--- config.mk ---
export PLATFORM = sky130hd
export DESIGN_NAME = dec_hex_number_parser
export DESIGN_NICKNAME = d
export VERILOG_FILES = /design/src/design/dhp_pkg.sv /design/src/design/dhp_step.sv /design/src/design/dec_hex_number_parser.sv
export SDC_FILE = /design/constraint.sdc
export NUM_CORES = 1
export LEC_CHECK = 0
export BUFFER_PORTS_ARGS = -buffer_cell sky130_fd_sc_hd__buf_4
export CAP_MARGIN = 20
export CORE_ASPECT_RATIO = 1.4
export CORE_MARGIN = 8
export CORE_UTILIZATION = 40
export CTS_CLUSTER_DIAMETER = 80
export DETAILED_ROUTE_END_ITERATION = 10
export SYNTH_ARGS = -nofsm -noshare
export SYNTH_HDL_FRONTEND = slang
export SYNTH_HIERARCHICAL = 1
export SYNTH_SLANG_ARGS = --single-unit
--- constraint.sdc ---
create_clock -name clk -period 12.73 [get_ports clk]
set_clock_uncertainty 0.1 [all_clocks]
set_input_delay 1.273 -clock clk [delete_from_list [all_inputs] [get_ports clk]]
set_output_delay 1.273 -clock clk [all_outputs]
set_load 0.01 [all_outputs]
--- src/design/dhp_pkg.sv ---
package dhp_pkg;

  localparam logic [2:0] PH_START = 3'd0;
  localparam logic [2:0] PH_ZERO  = 3'd1;
  localparam logic [2:0] PH_HEX   = 3'd2;
  localparam logic [2:0] PH_DEC   = 3'd3;
  localparam logic [2:0] PH_DRAIN = 3'd4;

  localparam logic [2:0] ST_OK           = 3'd0;
  localparam logic [2:0] ST_LEADING_ZERO = 3'd1;
  localparam logic [2:0] ST_BAD_HEX      = 3'd2;
  localparam logic [2:0] ST_BAD_DEC      = 3'd3;
  localparam logic [2:0] ST_OVERFLOW     = 3'd4;

  typedef struct packed {
    logic [2:0] phase;
    logic [2:0] err;
  } ctl_t;

endpackage

--- src/design/dhp_step.sv ---
module dhp_step #(
  parameter int VALUE_BITS = 63
) (
  input  dhp_pkg::ctl_t          ctl_i,
  input  logic [VALUE_BITS-1:0]  acc_i,
  input  logic [7:0]             char_i,
  output dhp_pkg::ctl_t          ctl_o,
  output logic [VALUE_BITS-1:0]  acc_o
);
  import dhp_pkg::*;

  localparam int WW = VALUE_BITS + 5;

  localparam logic [7:0] CH_0  = 8'h30;
  localparam logic [7:0] CH_1  = 8'h31;
  localparam logic [7:0] CH_9  = 8'h39;
  localparam logic [7:0] CH_LX = 8'h78;
  localparam logic [7:0] CH_UX = 8'h58;
  localparam logic [7:0] CH_LA = 8'h61;
  localparam logic [7:0] CH_LF = 8'h66;
  localparam logic [7:0] CH_UA = 8'h41;
  localparam logic [7:0] CH_UF = 8'h46;

  logic          is_dec;
  logic          is_hex;
  logic [3:0]    digit;
  logic [WW-1:0] acc_w;
  logic [WW-1:0] scaled;
  logic [WW-1:0] sum;
  logic          ovf;
  logic [2:0]    new_err;

  always_comb begin
    is_dec = (char_i >= CH_0) && (char_i <= CH_9);
    is_hex = is_dec || ((char_i >= CH_LA) && (char_i <= CH_LF)) ||
             ((char_i >= CH_UA) && (char_i <= CH_UF));
    digit  = is_dec ? char_i[3:0] : char_i[3:0] + 4'd9;
    acc_w  = WW'(acc_i);
    if (ctl_i.phase == PH_HEX) begin
      scaled = acc_w << 4;
    end else begin
      scaled = (acc_w << 3) + (acc_w << 1);
    end
    sum = scaled + WW'(digit);
    ovf = |sum[WW-1:VALUE_BITS];
  end

  always_comb begin
    ctl_o   = ctl_i;
    acc_o   = acc_i;
    new_err = ST_OK;
    unique case (ctl_i.phase)
      PH_ZERO: begin
        if ((char_i == CH_LX) || (char_i == CH_UX)) begin
          ctl_o.phase = PH_HEX;
        end else begin
          new_err = ST_LEADING_ZERO;
        end
      end
      PH_HEX: begin
        if (!is_hex) begin
          new_err = ST_BAD_HEX;
        end else if (ovf) begin
          new_err = ST_OVERFLOW;
        end else begin
          acc_o = sum[VALUE_BITS-1:0];
        end
      end
      PH_DEC: begin
        if (!is_dec) begin
          new_err = ST_BAD_DEC;
        end else if (ovf) begin
          new_err = ST_OVERFLOW;
        end else begin
          acc_o = sum[VALUE_BITS-1:0];
        end
      end
      PH_DRAIN: begin
      end
      default: begin
        acc_o     = '0;
        ctl_o.err = ST_OK;
        if (char_i == CH_0) begin
          ctl_o.phase = PH_ZERO;
        end else if ((char_i >= CH_1) && (char_i <= CH_9)) begin
          acc_o       = VALUE_BITS'(char_i[3:0]);
          ctl_o.phase = PH_DEC;
        end else begin
          new_err = ST_BAD_DEC;
        end
      end
    endcase
    if (new_err != ST_OK) begin
      ctl_o.phase = PH_DRAIN;
      if (ctl_o.err == ST_OK) begin
        ctl_o.err = new_err;
      end
    end
  end

endmodule

--- src/design/dec_hex_number_parser.sv ---
// Unsigned decimal / hex number token parser. One character is taken per
// cycle on the in_ stream, in_tlast on the final character of a token;
// every token has at least one character. The result for a token appears
// on the out_ stream in the cycle after its last character is taken, and
// characters keep flowing while the result register is full, except that
// in_tready drops while a held result is not being taken. The update per
// character is one shift-add by 10 or 16 with an overflow test, so the
// sustained rate is one character per cycle. out_tuser carries the status
// (0 ok, 1 leading zero, 2 bad hex digit, 3 bad decimal digit, 4 overflow);
// value saturates to all ones on overflow and is zero on other errors.
module dec_hex_number_parser #(
  parameter int VALUE_BITS = 63,
  localparam int DATA_W = ((VALUE_BITS + 7) / 8) * 8
) (
  input  logic              clk,
  input  logic              rst_n,
  input  logic              in_tvalid,
  output logic              in_tready,
  input  logic [7:0]        in_tdata,   // [7:0] char_code
  input  logic              in_tlast,   // is_last
  output logic              out_tvalid,
  input  logic              out_tready,
  output logic [DATA_W-1:0] out_tdata,  // [VALUE_BITS-1:0] value, zero padded
  output logic [2:0]        out_tuser   // [2:0] status
);
  import dhp_pkg::*;

  ctl_t                  ctl_r;
  ctl_t                  ctl_nxt;
  logic [VALUE_BITS-1:0] acc_r;
  logic [VALUE_BITS-1:0] acc_nxt;
  logic                  out_valid_r;
  logic [VALUE_BITS-1:0] out_value_r;
  logic [VALUE_BITS-1:0] value_nxt;
  logic [2:0]            out_status_r;
  logic                  in_acc;

  dhp_step #(.VALUE_BITS(VALUE_BITS)) u_step (
    .ctl_i  (ctl_r),
    .acc_i  (acc_r),
    .char_i (in_tdata),
    .ctl_o  (ctl_nxt),
    .acc_o  (acc_nxt)
  );

  assign in_tready = !out_valid_r || out_tready;
  assign in_acc    = in_tvalid && in_tready;

  always_comb begin
    if (ctl_nxt.err == ST_OVERFLOW) begin
      value_nxt = {VALUE_BITS{1'b1}};
    end else if (ctl_nxt.err != ST_OK) begin
      value_nxt = '0;
    end else begin
      value_nxt = acc_nxt;
    end
  end

  always_ff @(posedge clk) begin
    if (!rst_n) begin
      ctl_r       <= '{phase: PH_START, err: ST_OK};
      acc_r       <= '0;
      out_valid_r <= 1'b0;
    end else begin
      if (in_acc) begin
        if (in_tlast) begin
          ctl_r <= '{phase: PH_START, err: ST_OK};
          acc_r <= '0;
        end else begin
          ctl_r <= ctl_nxt;
          acc_r <= acc_nxt;
        end
      end
      if (in_acc && in_tlast) begin
        out_valid_r <= 1'b1;
      end else if (out_tready) begin
        out_valid_r <= 1'b0;
      end
    end
  end

  always_ff @(posedge clk) begin
    if (in_acc && in_tlast) begin
      out_value_r  <= value_nxt;
      out_status_r <= ctl_nxt.err;
    end
  end

  assign out_tvalid = out_valid_r;
  assign out_tdata  = DATA_W'(out_value_r);
  assign out_tuser  = out_status_r;

endmodule

==> results_dict.tcl <==
set metrics [dict create \
    status "finished, final reports clean" \
    synthTopCellsByArea "edfxtp_1, dfxtp_1, mux2i_1" \
    worst_pin_slew_ps 1111 \
    clock_latency_ps 450 \
    cts_root_buffer "clkbuf_16" \
    synth_edf_count 66 \
    final.min_clock_period_ps 8178 \
    synth_simple_gate_area_frac 0.2455 \
    rsz0062_at_grt "no" \
    num_vias 13414 \
    grt_max_degree 74 \
    leakagePower_nw 5.481 \
    relSlewSlack 0.2538 \
    synth_nets 1785 \
    synth_adder_area_share 0.06416 \
    rows 80 \
    drt_pass1_iterations 5 \
    cts_max_level 4 \
    setup_viol 0 \
    ys_warn_count 6 \
    drv_slew 0 \
    cts_setup_buffers 0 \
    cp_max_fo 35 \
    grt_pass1_wl_um 76100 \
    synth_top_family_by_area "compound AO/OA/AOI/OAI gates" \
    syn_to_final_growth_pct 9.660 \
    final_cell_mix "nand2_1, a21oi_1, nor2_1" \
    timing.fmax_ghz 0.1223 \
    tns_ps 0 \
    place.gp.congestion 1.018 \
    die_area_mm2 0.04049 \
    p_total_w 0.001013 \
    detail_route.iter0.violations 996 \
    crit_required_ps 13000 \
    regToRegEndpoint "acc_r[31]" \
    ctsHoldBuffers 0 \
    layout_commonest_cell "nand2_1" \
    cts_tree "yes" \
    finalCritPeriodShare 0.6424 \
    cp-start-kind "input pin" \
    layout-drive-gt1-share 0.09535 \
    peakVddDrop_v 0.00005143 \
    max-cap-violations 0 \
    synth_compound_area_frac 0.2658 \
    clk_pin_slew_ps 60 \
    synth_area_mm2 0.01369 \
    synth_cells 1703 \
    synth_top_cell_by_area "edfxtp_1" \
    cp-end-kind "flip-flop" \
    syn_area_per_cell_um2 8.039 \
    holdCritStartpoint "ctl_r[2]" \
    holdPathStages 2 \
    async_flop_share 0 \
    io_buffers 80 \
    ys_seq_elements 136 \
    die_x_um 172.4 \
    fin_cells 2171 \
    critPathArrivalTime_ps 8450 \
    hold_viol 0 \
    synthXorXnorAreaFrac 0.05694 \
    powerDensity_mw_per_mm2 67.48 \
    nets 1789 \
    cts_buffers 17 \
    initial_core_util 0.4035 \
    worst-r2r-cell-count 20 \
    synth_ff_type "dfxtp_1" \
    synth_cell_types 87 \
    antenna_found_initial 0 \
    hold-path-endpoint "ctl_r[2]" \
    grt_pass1_vias 13192 \
    whs_ps 390.8 \
    drc 0 \
    fp.dieH_um 234.9 \
    synthMuxAreaShare 0.07494 \
    dp_hpwl_um 36620 \
    yosysTopAreaCellShare 0.1448 \
    path_class "in2reg" \
    ctsResizeCount 0 \
    rrSetupSlack_ps 5180 \
    rr_startpoint "ctl_r[5]" \
    drtAntennaViolNets 0 \
    synth-seq-area-share 0.2471 \
    pin_count 82 \
    grt_overflow_total 0 \
    placed_cells 2138 \
    wl_per_cell_um 22.40 \
    diodes 0 \
    cts.sinks 136 \
    track_usage 0.2394 \
    viasPerCell 6.179 \
    cts_buffer_depth 2 \
    min_path_type "reg2reg" \
    coreArea_mm2 0.03393 \
    wl_um 48630 \
]
[registers in the layout, summed over array words and instances (netlist names)]
| register | cells |
|---|---|
| ctl_r | 6 |
| acc_r | 63 |
| out_value_r | 63 |
| out_tvalid | 1 |
| out_tuser | 3 |
[layer usage]
layer | share of wire | global-route usage | wire, µm
met3 | 0.040 | 0.03339 | 1944
met5 | 0 | 0 | 0
met4 | 0.047 | 0.1221 | 2263
met2 | 0.51 | 0.4258 | 25020
met1 | 0.40 | 0.2705 | 19400
[stage by stage]
step	setup slack [ps]	util	area, µm²
floorplan	5707	-	13690
global placement	4364	0.4264	14470
detailed placement	4206	0.4264	14470
CTS	4647	0.4423	15010
global route	4095	0.4424	15010
finish	4552	0.4424	15010
[cell families (layout without fill, tap and decap cells)]
group / after synthesis / in the layout
AND/OR/NAND/NOR: 644 / 644
AO/OA/AOI/OAI: 530 / 530
flip-flops: 136 / 136
buffers and inverters: 132 / 149
multiplexers: 102 / 102
XOR/XNOR: 89 / 89
adder cells (fa/ha/maj): 69 / 69
other: 1 / 1
[how the worst max path moves through the flow]
stage / end / slack, ps / startpoint / depth (start not counted)
2_1_floorplan: out_value_r[0] / 5710 / ctl_r[4] / 27
3_3_place_gp: acc_r[29] / 4360 / in_tdata[1] / 26
6_report: acc_r[31] / 4550 / in_tdata[1] / 26
5_1_grt: acc_r[31] / 4100 / in_tdata[1] / 26
4_1_cts: acc_r[31] / 4650 / in_tdata[1] / 26
3_5_place_dp: acc_r[31] / 4210 / in_tdata[1] / 26
[area by class of cell]
type	count	area, µm²
inverter	20	75.07
timing repair buffer	97	725.7
sequential	136	3383
multi-input combinational	1435	9726
fill	3468	18920
clock buffer	19	442.9
tap	451	564.3
clock inverter	13	96.34
[power breakdown]
part	internal, W	total [W]	switching [W]
sequential	0.000466	0.000469	0.00000389
combinational	0.0000270	0.0000735	0.0000465
clock	0.000255	0.000470	0.000215
[critical path: stages]
cell	delay [ps]
buf_4	130
inv_1	70
ha_1	170
nor2_1	50
o21ai_0	110
and2_1	410
nand2b_1	180
xnor2_1	150
inv_1	90
fa_1	450
inv_1	70
a21oi_1	90
nor3_2	270
or4b_1	530
or4_4	470
or3b_4	440
nor3_4	280
nand4bb_1	490
nor3_2	330
mux2i_1	180
o21a_1	310
a31oi_4	790
buf_4	560
o2bb2ai_1	200
nand3b_1	110
mux2i_1	160
[cell usage after synthesis, types with 39 or more instances]
library cell / instances
mux2i_1: 98
xnor2_1: 39
edfxtp_1: 66
o21ai_0: 78
o2bb2ai_1: 58
nor2_1: 111
ha_1: 67
clkbuf_1: 57
nand3b_1: 74
nand2_1: 230
a21oi_1: 131
dfxtp_1: 70
xor2_1: 50
o21a_1: 73
No activity file was read; power rests on OpenSTA's default activity.
